===== src/rtl/mdm_pkg.sv =====
// Shared definitions for the multiply / divide / accumulate unit.
// Register map codes, accumulator width, state types and the request
// struct passed to the iterative arithmetic unit. No dependencies.
package mdm_pkg;

   localparam int AccWidth     = 40;
   localparam int OperandWidth = 16;
   localparam int ProdWidth    = 2 * OperandWidth;
   localparam int StepCount    = OperandWidth;
   localparam int CountWidth   = $clog2(StepCount);

   localparam logic OP_READ  = 1'b0;
   localparam logic OP_WRITE = 1'b1;

   localparam logic [3:0] REG_CTRL   = 4'd0;
   localparam logic [3:0] REG_A_LO   = 4'd1;
   localparam logic [3:0] REG_A_HI   = 4'd2;
   localparam logic [3:0] REG_B_LO   = 4'd3;
   localparam logic [3:0] REG_B_HI   = 4'd4;
   localparam logic [3:0] REG_RES_0  = 4'd5;
   localparam logic [3:0] REG_RES_1  = 4'd6;
   localparam logic [3:0] REG_RES_2  = 4'd7;
   localparam logic [3:0] REG_RES_3  = 4'd8;
   localparam logic [3:0] REG_RES_4  = 4'd9;
   localparam logic [3:0] REG_OVF    = 4'd10;

   localparam int CTRL_DIVIDE_BIT = 0;
   localparam int CTRL_SUM_BIT    = 1;

   localparam logic [7:0] OVF_SET_BYTE = 8'h80;

   typedef enum logic [1:0] {
      ALU_IDLE,
      ALU_RUN,
      ALU_FIX
   } alu_state_type;

   typedef enum logic {
      TOP_IDLE,
      TOP_BUSY
   } top_state_type;

   typedef struct packed {
      logic start;
      logic divide;
   } alu_req_type;

endpackage


===== src/rtl/mdm_alu.sv =====
// Iterative shift-add multiplier and restoring divider sharing one adder.
// Signed 16x16 multiply, or signed-by-unsigned floored divide with the
// remainder in the upper half. Depends on mdm_pkg.
module mdm_alu (
   input  logic                                   clock,
   input  logic                                   reset,
   input  mdm_pkg::alu_req_type                   alu_req,
   input  logic [mdm_pkg::OperandWidth-1:0]       operand_a,
   input  logic [mdm_pkg::OperandWidth-1:0]       operand_b,
   output logic                                   done,
   output logic [mdm_pkg::ProdWidth-1:0]          result
);

   localparam int W = mdm_pkg::OperandWidth;

   mdm_pkg::alu_state_type state_ff, state_in;
   logic [mdm_pkg::CountWidth-1:0] cnt_ff, cnt_in;
   logic [W:0]   hi_ff, hi_in;
   logic [W-1:0] lo_ff, lo_in;
   logic [W-1:0] y_ff, y_in;
   logic [W-1:0] a_raw_ff, a_raw_in;
   logic         neg_ff, neg_in;
   logic         div_ff, div_in;
   logic         done_ff, done_in;
   logic [mdm_pkg::ProdWidth-1:0] result_ff, result_in;

   logic [W:0]   adder_x;
   logic [W+1:0] adder_y;
   logic [W+1:0] adder_sum;
   logic [W-1:0] a_mag;
   logic [W-1:0] b_mag;
   logic [mdm_pkg::ProdWidth-1:0] mag_prod;

   assign a_mag = operand_a[W-1] ? (~operand_a + 1'b1) : operand_a;
   assign b_mag = operand_b[W-1] ? (~operand_b + 1'b1) : operand_b;
   assign mag_prod = {hi_ff[W-1:0], lo_ff};

   // The one adder: add the multiplicand for a multiply step, subtract the
   // divisor for a divide step.
   always_comb begin
      if (div_ff) begin
         adder_x = {hi_ff[W-1:0], lo_ff[W-1]};
         adder_y = ~{2'b00, y_ff};
      end else begin
         adder_x = {1'b0, hi_ff[W-1:0]};
         adder_y = lo_ff[0] ? {2'b00, y_ff} : '0;
      end
      adder_sum = {1'b0, adder_x} + adder_y + {{(W+1){1'b0}}, div_ff};
   end

   always_ff @(posedge clock) begin
      if (reset) begin
         state_ff <= mdm_pkg::ALU_IDLE;
         done_ff  <= 1'b0;
      end else begin
         state_ff <= state_in;
         done_ff  <= done_in;
      end
      cnt_ff    <= cnt_in;
      hi_ff     <= hi_in;
      lo_ff     <= lo_in;
      y_ff      <= y_in;
      a_raw_ff  <= a_raw_in;
      neg_ff    <= neg_in;
      div_ff    <= div_in;
      result_ff <= result_in;
   end

   always_comb begin
      state_in  = state_ff;
      cnt_in    = cnt_ff;
      hi_in     = hi_ff;
      lo_in     = lo_ff;
      y_in      = y_ff;
      a_raw_in  = a_raw_ff;
      neg_in    = neg_ff;
      div_in    = div_ff;
      done_in   = 1'b0;
      result_in = result_ff;
      unique case (state_ff)
         mdm_pkg::ALU_IDLE: begin
            if (alu_req.start) begin
               state_in = mdm_pkg::ALU_RUN;
               cnt_in   = '1;
               hi_in    = '0;
               lo_in    = a_mag;
               a_raw_in = operand_a;
               div_in   = alu_req.divide;
               if (alu_req.divide) begin
                  y_in   = operand_b;
                  neg_in = operand_a[W-1];
               end else begin
                  y_in   = b_mag;
                  neg_in = operand_a[W-1] ^ operand_b[W-1];
               end
            end
         end
         mdm_pkg::ALU_RUN: begin
            if (div_ff) begin
               // A clear borrow bit means the divisor fitted.
               if (!adder_sum[W+1]) begin
                  hi_in = adder_sum[W:0];
               end else begin
                  hi_in = adder_x;
               end
               lo_in = {lo_ff[W-2:0], ~adder_sum[W+1]};
            end else begin
               hi_in = {1'b0, adder_sum[W:1]};
               lo_in = {adder_sum[0], lo_ff[W-1:1]};
            end
            cnt_in = cnt_ff - 1'b1;
            if (cnt_ff == '0) begin
               state_in = mdm_pkg::ALU_FIX;
            end
         end
         mdm_pkg::ALU_FIX: begin
            state_in = mdm_pkg::ALU_IDLE;
            done_in  = 1'b1;
            if (!div_ff) begin
               result_in = neg_ff ? (~mag_prod + 1'b1) : mag_prod;
            end else if (y_ff == '0) begin
               result_in = {a_raw_ff, {W{1'b0}}};
            end else if (!neg_ff) begin
               result_in = {hi_ff[W-1:0], lo_ff};
            end else if (hi_ff[W-1:0] == '0) begin
               result_in = {{W{1'b0}}, ~lo_ff + 1'b1};
            end else begin
               // Floor for a negative dividend: step the quotient down by one
               // and take the remainder from the divisor.
               result_in = {y_ff - hi_ff[W-1:0], ~lo_ff};
            end
         end
         default: begin
            state_in = mdm_pkg::ALU_IDLE;
         end
      endcase
   end

   assign done   = done_ff;
   assign result = result_ff;

endmodule


===== src/rtl/mul_div_mac_unit_top.sv =====
// Top level of the multiply / divide / accumulate unit: register port,
// accumulator and result channel. Depends on mdm_pkg and mdm_alu.
//
// Usage: each item on the req_ channel is one register access (read or
// write of an 8-bit register). Every item returns exactly one item on the
// rsp_ channel carrying rsp_read_data, which is zero for writes.
// Register reads and writes other than the high byte of B are answered
// in the cycle after acceptance. Writing the high byte of B starts the
// selected operation in the shared iterative unit: the operands load at the
// accepting edge, then sixteen add-and-shift steps run through a single
// 18-bit adder, then the fix-up state and the registered reply. The unit
// handles one item at a time; req_stall stays high while an operation runs.
// The reply sits in an output register, so a new item may be accepted as
// soon as that reply is being taken. While rsp_stall is high the reply
// holds and req_stall is raised.
// Reset clears the control bits, operands, accumulator and overflow flag
// and drops any pending reply.
module mul_div_mac_unit_top (
   input  logic       clock,
   input  logic       reset,
   input  logic       req_valid,
   output logic       req_stall,
   input  logic       req_opcode,
   input  logic [3:0] req_reg_select,
   input  logic [7:0] req_write_data,
   output logic       rsp_valid,
   input  logic       rsp_stall,
   output logic [7:0] rsp_read_data
);

   localparam int AW = mdm_pkg::AccWidth;
   localparam int OW = mdm_pkg::OperandWidth;
   localparam int PW = mdm_pkg::ProdWidth;

   mdm_pkg::top_state_type state_ff, state_in;
   logic          sum_mode_ff, sum_mode_in;
   logic          divide_mode_ff, divide_mode_in;
   logic [OW-1:0] operand_a_ff, operand_a_in;
   logic [OW-1:0] operand_b_ff, operand_b_in;
   logic [AW-1:0] acc_ff, acc_in;
   logic          ovf_ff, ovf_in;
   logic          rsp_valid_ff, rsp_valid_in;
   logic [7:0]    rsp_data_ff, rsp_data_in;

   mdm_pkg::alu_req_type alu_req;
   logic          alu_done;
   logic [PW-1:0] alu_result;
   logic [OW-1:0] alu_b;
   logic          accept;
   logic [63:0]   acc_ext;
   logic [7:0]    read_byte;
   logic [AW:0]   acc_sum;

   mdm_alu u_alu (
      .clock     (clock),
      .reset     (reset),
      .alu_req   (alu_req),
      .operand_a (operand_a_ff),
      .operand_b (alu_b),
      .done      (alu_done),
      .result    (alu_result)
   );

   assign req_stall = (state_ff != mdm_pkg::TOP_IDLE) || (rsp_valid_ff && rsp_stall);
   assign accept    = req_valid && !req_stall;
   assign alu_b     = {req_write_data, operand_b_ff[7:0]};

   always_comb begin
      alu_req.start  = accept && (req_opcode == mdm_pkg::OP_WRITE)
                       && (req_reg_select == mdm_pkg::REG_B_HI);
      alu_req.divide = divide_mode_ff && !sum_mode_ff;
   end

   // The accumulator plus the sign-extended product, one bit wider: the top
   // bit flags both a carry past the width and a negative true sum.
   assign acc_sum = {1'b0, acc_ff} + {{(AW + 1 - PW){alu_result[PW-1]}}, alu_result};

   always_comb begin
      acc_ext = '0;
      acc_ext[AW-1:0] = acc_ff;
      case (req_reg_select)
         mdm_pkg::REG_RES_0: read_byte = acc_ext[7:0];
         mdm_pkg::REG_RES_1: read_byte = acc_ext[15:8];
         mdm_pkg::REG_RES_2: read_byte = acc_ext[23:16];
         mdm_pkg::REG_RES_3: read_byte = acc_ext[31:24];
         mdm_pkg::REG_RES_4: read_byte = acc_ext[39:32];
         mdm_pkg::REG_OVF:   read_byte = ovf_ff ? mdm_pkg::OVF_SET_BYTE : 8'h00;
         default:            read_byte = 8'h00;
      endcase
   end

   always_ff @(posedge clock) begin
      if (reset) begin
         state_ff       <= mdm_pkg::TOP_IDLE;
         sum_mode_ff    <= 1'b0;
         divide_mode_ff <= 1'b0;
         operand_a_ff   <= '0;
         operand_b_ff   <= '0;
         acc_ff         <= '0;
         ovf_ff         <= 1'b0;
         rsp_valid_ff   <= 1'b0;
      end else begin
         state_ff       <= state_in;
         sum_mode_ff    <= sum_mode_in;
         divide_mode_ff <= divide_mode_in;
         operand_a_ff   <= operand_a_in;
         operand_b_ff   <= operand_b_in;
         acc_ff         <= acc_in;
         ovf_ff         <= ovf_in;
         rsp_valid_ff   <= rsp_valid_in;
      end
      rsp_data_ff <= rsp_data_in;
   end

   always_comb begin
      state_in       = state_ff;
      sum_mode_in    = sum_mode_ff;
      divide_mode_in = divide_mode_ff;
      operand_a_in   = operand_a_ff;
      operand_b_in   = operand_b_ff;
      acc_in         = acc_ff;
      ovf_in         = ovf_ff;
      rsp_valid_in   = rsp_valid_ff && rsp_stall;
      rsp_data_in    = rsp_data_ff;
      unique case (state_ff)
         mdm_pkg::TOP_IDLE: begin
            if (accept) begin
               if (req_opcode == mdm_pkg::OP_WRITE) begin
                  case (req_reg_select)
                     mdm_pkg::REG_CTRL: begin
                        divide_mode_in = req_write_data[mdm_pkg::CTRL_DIVIDE_BIT];
                        sum_mode_in    = req_write_data[mdm_pkg::CTRL_SUM_BIT];
                        if (req_write_data[mdm_pkg::CTRL_SUM_BIT]) begin
                           acc_in = '0;
                           ovf_in = 1'b0;
                        end
                     end
                     mdm_pkg::REG_A_LO: operand_a_in[7:0]  = req_write_data;
                     mdm_pkg::REG_A_HI: operand_a_in[15:8] = req_write_data;
                     mdm_pkg::REG_B_LO: operand_b_in[7:0]  = req_write_data;
                     default: ;
                  endcase
               end
               if (alu_req.start) begin
                  state_in = mdm_pkg::TOP_BUSY;
               end else begin
                  rsp_valid_in = 1'b1;
                  rsp_data_in  = (req_opcode == mdm_pkg::OP_WRITE) ? 8'h00 : read_byte;
               end
            end
         end
         mdm_pkg::TOP_BUSY: begin
            if (alu_done) begin
               state_in     = mdm_pkg::TOP_IDLE;
               operand_b_in = '0;
               rsp_valid_in = 1'b1;
               rsp_data_in  = 8'h00;
               if (sum_mode_ff) begin
                  acc_in = acc_sum[AW-1:0];
                  ovf_in = ovf_ff | acc_sum[AW];
               end else begin
                  acc_in = {{(AW - PW){1'b0}}, alu_result};
               end
            end
         end
         default: begin
            state_in = mdm_pkg::TOP_IDLE;
         end
      endcase
   end

   assign rsp_valid     = rsp_valid_ff;
   assign rsp_read_data = rsp_data_ff;

endmodule

===== config.mk =====
export PLATFORM = sky130hd
export DESIGN_NAME = mul_div_mac_unit_top
export DESIGN_NICKNAME = d
export VERILOG_FILES = /design/src/rtl/mdm_pkg.sv /design/src/rtl/mdm_alu.sv /design/src/rtl/mul_div_mac_unit_top.sv
export SDC_FILE = /design/constraint.sdc
export NUM_CORES = 1
export LEC_CHECK = 0
export BUFFER_PORTS_ARGS = -buffer_cell sky130_fd_sc_hd__buf_2
export CAP_MARGIN = 40
export CORE_ASPECT_RATIO = 1.75
export CORE_MARGIN = 3
export CORE_UTILIZATION = 60
export DETAILED_ROUTE_END_ITERATION = 6
export PLACE_DENSITY = 0.76
export SLEW_MARGIN = 0
export SYNTH_ARGS = -nofsm -noshare
export SYNTH_HDL_FRONTEND = slang
export SYNTH_SLANG_ARGS = --single-unit

===== constraint.sdc =====
create_clock -name clock -period 6 [get_ports clock]
set_input_delay 1.2 -clock clock [delete_from_list [all_inputs] [get_ports clock]]
set_output_delay 1.2 -clock clock [all_outputs]
set_load 0.01 [all_outputs]

==> results_dict.tcl, run 1 <==
set metrics [dict create \
    maxCapViolations 0 \
    die-area_sq_um 23500 \
    max_stage_delay_ns 0.61 \
    min_path_cells 2 \
    r2r-start "u_alu.div_ff$_DFFE_PP_" \
    initial_core_util_pct 61.4 \
    yosysTopAreaCellShare_pct 25.5 \
    cp.depth 13 \
    syn_inst 1482 \
    ys_seq_area_share_pct 36.6 \
    power_density_nw_per_um2 186 \
    fillers 1770 \
    ant_nets 0 \
    clk_pin_slew_ns 0.07 \
    clk_latency_ns 0.45 \
    synthToLayoutAreaGrowth_pct 7.66 \
    yosys_register_bits 182 \
    cts_hold_buffers 0 \
    r2r_end "u_alu.hi_ff[15]$_SDFFCE_PN0P_" \
    cp_slowest_cell "buf_4" \
    crit_path_start_kind "flip-flop" \
    dp_worst_setup_slack_ns 1.49 \
    crit_end "u_alu.hi_ff[15]$_SDFFCE_PN0P_" \
    nets 1564 \
    maxSlewHeadroom_pct 38.0 \
    yosys.cell_types.count 83 \
    drive_gt1_share_pct 8.37 \
    post_cts_buffers 0 \
    num_vias 11511 \
    period_share_pct 77.2 \
    dr_wl_met2_microns 19300 \
    hold_path_class "flip-flop to flip-flop" \
    critPathLaunch "u_alu.div_ff$_DFFE_PP_" \
    setup_ws_ns 1.37 \
    finalMaxSlewViolations 0 \
    drt-vias-per-instance 6.50 \
    cp.required_ns 6.25 \
    core_sq_um 21100 \
    period_needed_ns 4.63 \
    gr-total-overflow 0 \
    cts_num_sinks 182 \
    critical_path_arrival_ns 4.88 \
    synthFlopType "edfxtp_1" \
    synthArstFlopShare_pct 0 \
    synth_top_area_cell "edfxtp_1" \
    r2r_slack_ns 1.37 \
    setup_viol 0 \
    die_h_microns 200 \
    vdd.ir_drop.worst_v 0.000292 \
    finalPower_w 0.00260 \
    yosys-top-cells-area "edfxtp_1, dfxtp_1, ha_1, a21oi_1, xnor2_1" \
    cts_buffer_depth 2 \
    port_buffers 26 \
    worst_pin_slew_ns 0.923 \
    wirelength_microns 37400 \
    critPathTopFamily "compound AO/OA/AOI/OAI gates" \
    cts_tree "yes" \
    grt_pass1_wl_microns 57800 \
    post_drt_wl_per_cell_microns 21.1 \
    wl_met3_microns 2020 \
    fmax_mhz 216 \
    synth_common_cells "nor2_1, a21oi_1, nand2_1" \
    rsz0062_at_grt "false" \
    leakage_nw 5.44 \
    place_hpwl_microns 28500 \
    regArea_sq_um 4740 \
    gr-usage-all-layers_pct 32.0 \
    syn-num-nets 1577 \
    multi_input_area_sq_um 7730 \
    die_x_microns 117 \
    grt_max_degree 69 \
    boundaryPins 27 \
    crit_path_frequent_cell "buf_4" \
    status "finished, final reports clean" \
    cts_buffers 17 \
    reg2reg_depth 13 \
    maxUsedRoutingLayer "met4" \
    clock_skew_ns 0.00984 \
    m1WireLength_microns 12800 \
    dr.pass1.iters 6 \
    synth.avg_cell_area_sq_um 8.74 \
    drc 0 \
    finalHoldViolations 0 \
    finalSetupTns_ns 0 \
    antenna_found_initial 0 \
    ys_warn_count 0 \
    crit_buf_inv 3 \
    gp_congestion 1.04 \
    ctsResizeCount 0 \
    synth.most_common_cell "nor2_1" \
    crit_type "flip-flop to flip-flop" \
    clockRootBuffer "clkbuf_16" \
    row_count 70 \
    first_global_vias 11164 \
    syn-cell-area_sq_um 13000 \
    worstPathCellList "buf_4 > buf_4 > o21ai_0 > ha_1 > a21oi_1 > o21bai_1 > a21oi_1 > nor3b_2 > a211oi_1 > o31ai_4 > buf_4 > mux2i_1 > a221oi_1" \
    synth-edff-count 110 \
    htree_levels 4 \
    endpoint_kind "flip-flop" \
    path_max_fanout 68 \
    n_antenna_cell 0 \
    drtIter0Drc 1008 \
]
-- registers in the layout, indices dropped and copies added (netlist names) --
register,count
acc_ff,40
u_alu.result,32
operand_a_ff,16
u_alu.a_raw_ff,16
u_alu.hi_ff,16
u_alu.lo_ff,16
u_alu.y_ff,16
operand_b_ff,8
rsp_read_data,8
u_alu.cnt_ff,4
u_alu.state_ff,2
divide_mode_ff,1
ovf_ff,1
rsp_valid,1
state_ff,1
sum_mode_ff,1
u_alu.div_ff,1
u_alu.done,1
u_alu.neg_ff,1
-- logic make-up (layout without fill, tap and decap cells) --
| logic type | after synthesis | count (layout) | share of synthesized area [%] |
|---|---|---|---|
| xor+xnor | 110 | 110 | 7.43 |
| mux | 50 | 50 | 3.90 |
| compound gates | 453 | 453 | 22.6 |
| simple gates | 476 | 476 | 17.6 |
| buf+inv | 133 | 133 | 4.06 |
| fa+ha+maj | 78 | 78 | 7.76 |
| flops | 182 | 182 | 36.6 |
-- cell usage in the layout (no fill, tap or decap), drive strengths merged, types with 17 or more instances in the layout --
master,synthesis,layout
a211oi,22,22
or3,17,17
edfxtp,110,110
xor2,40,40
a31oi,18,18
nand3,57,57
nand2b,20,20
a222oi,22,22
o21ai,99,99
clkbuf,61,19
nor2,149,149
dfxtp,72,72
mux2i,46,46
a21oi,133,133
buf,18,47
nand2,129,129
a21o,17,17
a22oi,18,18
xnor2,70,70
inv,54,62
o31ai,27,27
nor3,23,23
ha,74,74
-- worst min-delay path, cell delays in order, from the launching register on --
cell and delay, ns:
dfxtp_1 0.32, nand2_1 0.06, a21oi_1 0.06
-- through the flow --
stage / hold slack, ns / instances / utilization (%) / area [sq um]
finish: 0.478 / 1770 / 66.1 / 14000
detailed placement: 0.467 / 1738 / 63.2 / 13300
CTS: 0.484 / 1770 / 66.1 / 14000
global placement: 0.443 / 1733 / 62.9 / 13300
floorplan: 0.406 / 1482 / - / 13000
global route: 0.507 / 1770 / 66.1 / 14000
-- final cells by class --
class | instances | share of cell area [%]
clock inverters | 13 | 0.933
flip-flops and latches | 182 | 34.0
multi-input cells | 1167 | 55.4
inverters | 54 | 1.45
well taps | 288 | 2.58
clock buffers | 19 | 3.41
repair buffers | 47 | 2.22
-- where the power goes --
part | switching, W | internal [W]
Sequential | 0.00000829 | 0.00132
Clock | 0.000544 | 0.000602
Combinational | 0.0000781 | 0.0000399
-- routing by layer --
layer	global-route usage (%)	up-vias
met2	57.6	444
met1	32.3	5432
li1	-	5482
met5	0	-
met4	22.8	0
met3	4.83	153
-- worst min path at each step --
stage,endpoint,from
CTS,divide_mode_ff$_SDFFE_PP0P_,divide_mode_ff$_SDFFE_PP0P_
floorplan,u_alu.a_raw_ff[15]$_DFFE_PP_,operand_a_ff[15]$_SDFFE_PP0P_
detailed placement,divide_mode_ff$_SDFFE_PP0P_,divide_mode_ff$_SDFFE_PP0P_
global route,acc_ff[35]$_SDFFE_PP0P_,acc_ff[35]$_SDFFE_PP0P_
finish,divide_mode_ff$_SDFFE_PP0P_,divide_mode_ff$_SDFFE_PP0P_
global placement,divide_mode_ff$_SDFFE_PP0P_,divide_mode_ff$_SDFFE_PP0P_
Power figures use the tool's default switching activity.
==> inputs of run 2 (changes only) <==
- clock period: 6 -> 4.3 ns (I/O delays scaled with it)
==> run 2 against run 1 <==
Effect of this change:
- the run now ends with design-rule violations left
- clock-buffer cell count stayed put
- first-iteration DRC count up 5.5%
- final cell count is 0.40% higher
- via count decreased by 0.23%
- wire length is 0.38% higher
- sequential power is 40% higher
- fmax rose by 21%
- largest power group unchanged
- highest routed layer unchanged
==> results_dict.tcl, run 2 (synthesis gave the netlist of run 1 again) <==
set metrics [dict create \
    drtIter0Drc 1063 \
    crit_type "flip-flop to flip-flop" \
    maxSlewHeadroom_pct 36.0 \
    internal_power_w 0.00275 \
    switchingPower_w 0.000896 \
    status "finished, violations left" \
    initial_core_util_pct 61.4 \
    clk_latency_ns 0.45 \
    port_buffers 26 \
    postPlaceCellArea_sq_um 13400 \
    htree_levels 4 \
    period_needed_ns 3.82 \
    final_cell_mix "nor2_1, a21oi_1, nand2_1" \
    switching_share_pct 24.6 \
    grt_max_degree 88 \
    gr-usage-all-layers_pct 32.6 \
    dr.pass1.iters 7 \
    die_h_microns 200 \
    boundaryPins 27 \
    leakage_nw 5.47 \
    maxCapViolations 0 \
    period_share_pct 88.9 \
    gr-total-overflow 0 \
    largest_register_ffs 40 \
    cts_num_sinks 182 \
    endpoint_kind "flip-flop" \
    clockRootBuffer "clkbuf_16" \
    hold_path_class "flip-flop to flip-flop" \
    cts_tree "yes" \
    setup_ws_ns 0.477 \
    failed_checks "design-rule violations" \
    row_count 70 \
    ctsResizeCount 0 \
    drive_gt1_share_pct 8.80 \
    combPwrFrac_pct 4.6 \
    fin_cells 1777 \
    final_common_cell "nor2_1" \
    post_cts_buffers 0 \
    critical_path_arrival_ns 4.00 \
    fmax_mhz 262 \
    core_sq_um 21100 \
    finalHoldViolations 0 \
    path_max_fanout 18 \
    finalSetupTns_ns 0 \
    worst_pin_slew_ns 0.946 \
    post_drt_wl_per_cell_microns 21.1 \
    die_x_microns 117 \
    dp_worst_setup_slack_ns 0.549 \
    dp_cells 1745 \
    antenna_found_initial 0 \
    ant_nets 0 \
    clk_pin_slew_ns 0.08 \
    place_hpwl_microns 28700 \
    num_vias 11484 \
    die-area_sq_um 23500 \
    crit_path_start_kind "flip-flop" \
    multi_input_area_sq_um 7740 \
    holdWs_ns 0.463 \
    fillers 1784 \
    r2r_slack_ns 0.48 \
    finalMaxSlewViolations 0 \
    fin_area_sq_um 14000 \
    wirelength_microns 37500 \
    regArea_sq_um 4740 \
    synthToLayoutAreaGrowth_pct 8.25 \
    p_seq_share_pct 50.9 \
    drt-vias-per-instance 6.46 \
    cts_buffer_depth 2 \
    clock_skew_ns 0.0125 \
    pwr-share-clk_pct 44.5 \
    drc 18 \
    cts_buffers 17 \
    n_antenna_cell 0 \
    nets 1571 \
    setup_viol 0 \
    first_global_vias 11323 \
    grt_pass1_wl_microns 59000 \
    top_register "acc_ff" \
    power_density_nw_per_um2 260 \
    cts_hold_buffers 0 \
    gp_congestion 1.03 \
    rsz0062_at_grt "false" \
    cp.required_ns 4.48 \
    vdd.ir_drop.worst_v 0.000352 \
]
## run 2: per-layer routing
layer  part of all wire (%)  vias up  wire length (microns)  track usage, %
met3                    4.0      148                   1510            4.01
li1                       -     5496                      -               -
met4                    9.2        0                   3460            25.4
met5                      0        -                      0               0
met1                     35     5387                  13300            34.8
met2                     51      453                  19200            56.3
## run 2: critical path: stages (launching register included)
cell and delay, ns:
edfxtp_1 0.44, inv_1 0.35, buf_4 0.27, nand3_1 0.08
o21ai_0 0.08, ha_1 0.29, inv_1 0.11, o21bai_1 0.08
a21oi_1 0.23, nor3b_2 0.29, a211oi_1 0.17, o31ai_4 0.55
buf_4 0.28, mux2i_1 0.22, a211oi_1 0.10
## run 2: final cells by class
cell class / instances / area share (%)
clock buffers: 19 / 3.39
well taps: 288 / 2.57
multi-input cells: 1167 / 55.2
inverters: 54 / 1.44
flip-flops and latches: 182 / 33.8
clock inverters: 13 / 1.03
repair buffers: 54 / 2.60
## run 2: power groups by stage
stage	registers [W]	clock network, W	logic, W
finish	0.00186	0.00162	0.000166
global route	0.00186	0.00171	0.000182
CTS	0.00186	0.00164	0.000165
detailed placement	0.00190	0	0.000164
global placement	0.00190	0	0.000160
floorplan	0.00190	0	0.000108
## run 2: path summary, 6_finish.rpt
check / from / endpoint / cells after the start
worst max-delay path: u_alu.div_ff$_DFFE_PP_ / u_alu.hi_ff[8]$_SDFFCE_PN0P_ / 14
worst min-delay path: divide_mode_ff$_SDFFE_PP0P_ / divide_mode_ff$_SDFFE_PP0P_ / 2
worst max register to register: u_alu.div_ff$_DFFE_PP_ / u_alu.hi_ff[8]$_SDFFCE_PN0P_ / 14
worst min register to register: divide_mode_ff$_SDFFE_PP0P_ / divide_mode_ff$_SDFFE_PP0P_ / 2
## run 2: stage by stage
step / total power (W) / utilization (%)
2_1_floorplan: 0.00200 / -
6_report: 0.00365 / 66.5
5_1_grt: 0.00375 / 66.5
4_1_cts: 0.00366 / 66.5
3_3_place_gp: 0.00206 / 63.4
3_5_place_dp: 0.00206 / 63.5
==> inputs of run 3 (changes only) <==
- clock period: 4.3 -> 4.78 ns (I/O delays scaled with it)
==> run 3 against run 2 <==
Effect of this change:
- the flow now finishes without violations
- register-to-register slack improved by 0.21 ns
- combinational power decreased by 11%
- non-clock buffer count decreased by 6
- fmax decreased by 6.6%
- critical path type unchanged
- highest routed layer unchanged
==> results_dict.tcl, run 3 (synthesis gave the netlist of run 1 again) <==
set metrics [dict create \
    status "finished, final reports clean" \
    first_global_vias 11313 \
    max_stage_delay_ns 0.49 \
    ctsResizeCount 0 \
    drt-vias-per-instance 6.54 \
    whs_endpoint "divide_mode_ff$_SDFFE_PP0P_" \
    period_share_pct 85.6 \
    crit_buf_inv 2 \
    finalMaxSlewViolations 0 \
    synthToLayoutAreaGrowth_pct 7.86 \
    die_x_microns 117 \
    finalPower_w 0.00329 \
    fmax_mhz 244 \
    gr-usage-all-layers_pct 32.1 \
    cp.depth 14 \
    boundaryPins 27 \
    n_antenna_cell 0 \
    path_max_fanout 115 \
    hold_path_class "flip-flop to flip-flop" \
    vdd.ir_drop.worst_v 0.000292 \
    clk_latency_ns 0.45 \
    cp.required_ns 5.03 \
    regArea_sq_um 4740 \
    fillers 1748 \
    top_register "acc_ff" \
    htree_levels 4 \
    gr-total-overflow 0 \
    cts_buffers 17 \
    largest_register_ffs 40 \
    cp_slowest_cell "o31ai_1" \
    maxCapViolations 0 \
    die_h_microns 200 \
    grt_max_degree 116 \
    grt_pass1_wl_microns 58400 \
    gp_congestion 1.04 \
    cts_tree "yes" \
    ant_nets 0 \
    final_common_cell "nor2_1" \
    clockRootBuffer "clkbuf_16" \
    multi_input_area_sq_um 7740 \
    finalSetupTns_ns 0 \
    fin_area_sq_um 14000 \
    antenna_found_initial 0 \
    critical_path_arrival_ns 4.34 \
    drtIter0Drc 1377 \
    leakage_nw 5.44 \
    min_path_cells 2 \
    die-area_sq_um 23500 \
    final_util_pct 66.2 \
    worstPathCellList "buf_12 > mux2i_1 > fa_1 > inv_1 > fa_1 > a21o_1 > a21oi_1 > nor2b_1 > o31ai_1 > a21oi_1 > a31oi_1 > xnor2_1 > mux2i_1 > a211oi_1" \
    drive_gt1_share_pct 8.43 \
    setup_viol 0 \
    cts_num_sinks 182 \
    crit_path_start_kind "flip-flop" \
    maxSlewHeadroom_pct 36.9 \
    dr.pass1.iters 7 \
    setup_ws_ns 0.687 \
    r2r-start "u_alu.div_ff$_DFFE_PP_" \
    cts_hold_buffers 0 \
    power_density_nw_per_um2 235 \
    place_hpwl_microns 28300 \
    clock_skew_ns 0.0129 \
    crit_type "flip-flop to flip-flop" \
    worst_pin_slew_ns 0.940 \
    core_sq_um 21100 \
    period_needed_ns 4.09 \
    drc 0 \
    row_count 70 \
    endpoint_kind "flip-flop" \
    nets 1565 \
    cts_buffer_depth 2 \
    min_from "divide_mode_ff$_SDFFE_PP0P_" \
    r2r_slack_ns 0.69 \
    rsz0062_at_grt "false" \
    r2r_end "u_alu.hi_ff[14]$_SDFFCE_PN0P_" \
    wirelength_microns 37200 \
    initial_core_util_pct 61.4 \
    dp_worst_setup_slack_ns 0.866 \
    num_vias 11584 \
    clk_pin_slew_ns 0.07 \
    reg2reg_depth 14 \
    postPlaceCellArea_sq_um 13400 \
    finalHoldViolations 0 \
    post_drt_wl_per_cell_microns 21.0 \
    port_buffers 26 \
    final_cell_mix "nor2_1, a21oi_1, nand2_1" \
    post_cts_buffers 0 \
    critPathTopFamily "compound AO/OA/AOI/OAI gates" \
]
## run 3: worst max-delay path by stage
| stage | from | to | slack (ns) |
|---|---|---|---|
| 3_3_place_gp | u_alu.div_ff$_DFFE_PP_ | u_alu.hi_ff[14]$_SDFFCE_PN0P_ | 1.02 |
| 2_1_floorplan | req_reg_select[0] | u_alu.a_raw_ff[0]$_DFFE_PP_ | 0.83 |
| 6_report | u_alu.div_ff$_DFFE_PP_ | u_alu.hi_ff[14]$_SDFFCE_PN0P_ | 0.69 |
| 4_1_cts | u_alu.div_ff$_DFFE_PP_ | u_alu.hi_ff[14]$_SDFFCE_PN0P_ | 0.72 |
| 5_1_grt | u_alu.div_ff$_DFFE_PP_ | u_alu.hi_ff[14]$_SDFFCE_PN0P_ | 0.28 |
| 3_5_place_dp | u_alu.div_ff$_DFFE_PP_ | u_alu.hi_ff[14]$_SDFFCE_PN0P_ | 0.87 |
## run 3: area by class of cell
cell class	count	area share, %
Timing Repair Buffer	48	2.24
Tap cell	288	2.58
Clock inverter	13	1.05
Clock buffer	19	3.40
Multi-Input combinational cell	1167	55.3
Inverter	54	1.45
Sequential cell	182	33.9
## run 3: worst min-delay path, stage by stage, from the launching register on
cell,delay [ns]
dfxtp_1,0.31
nand2_1,0.05
a21oi_1,0.05
## run 3: per-layer routing
layer | share of wire, % | up-vias | track usage, % | routed length [microns]
met4 | 8.1 | 0 | 23.2 | 3020
met1 | 35 | 5483 | 33.6 | 12900
li1 | - | 5496 | - | -
met3 | 5.5 | 140 | 5.37 | 2050
met5 | 0 | - | 0 | 0
met2 | 52 | 465 | 55.8 | 19200
## run 3: through the flow
step           instances  hold slack [ns]
2_1_floorplan       1482            0.406
3_3_place_gp        1736            0.446
3_5_place_dp        1739            0.454
4_1_cts             1771            0.464
5_1_grt             1771            0.492
6_report            1771            0.463
## run 3: power breakdown
part / switching (W) / internal (W) / total, W / leakage (nW)
Clock: 0.000702 / 0.000765 / 0.00147 / 0.307
Sequential: 0.0000105 / 0.00166 / 0.00167 / 1.66
Combinational: 0.0000975 / 0.0000502 / 0.000148 / 3.48
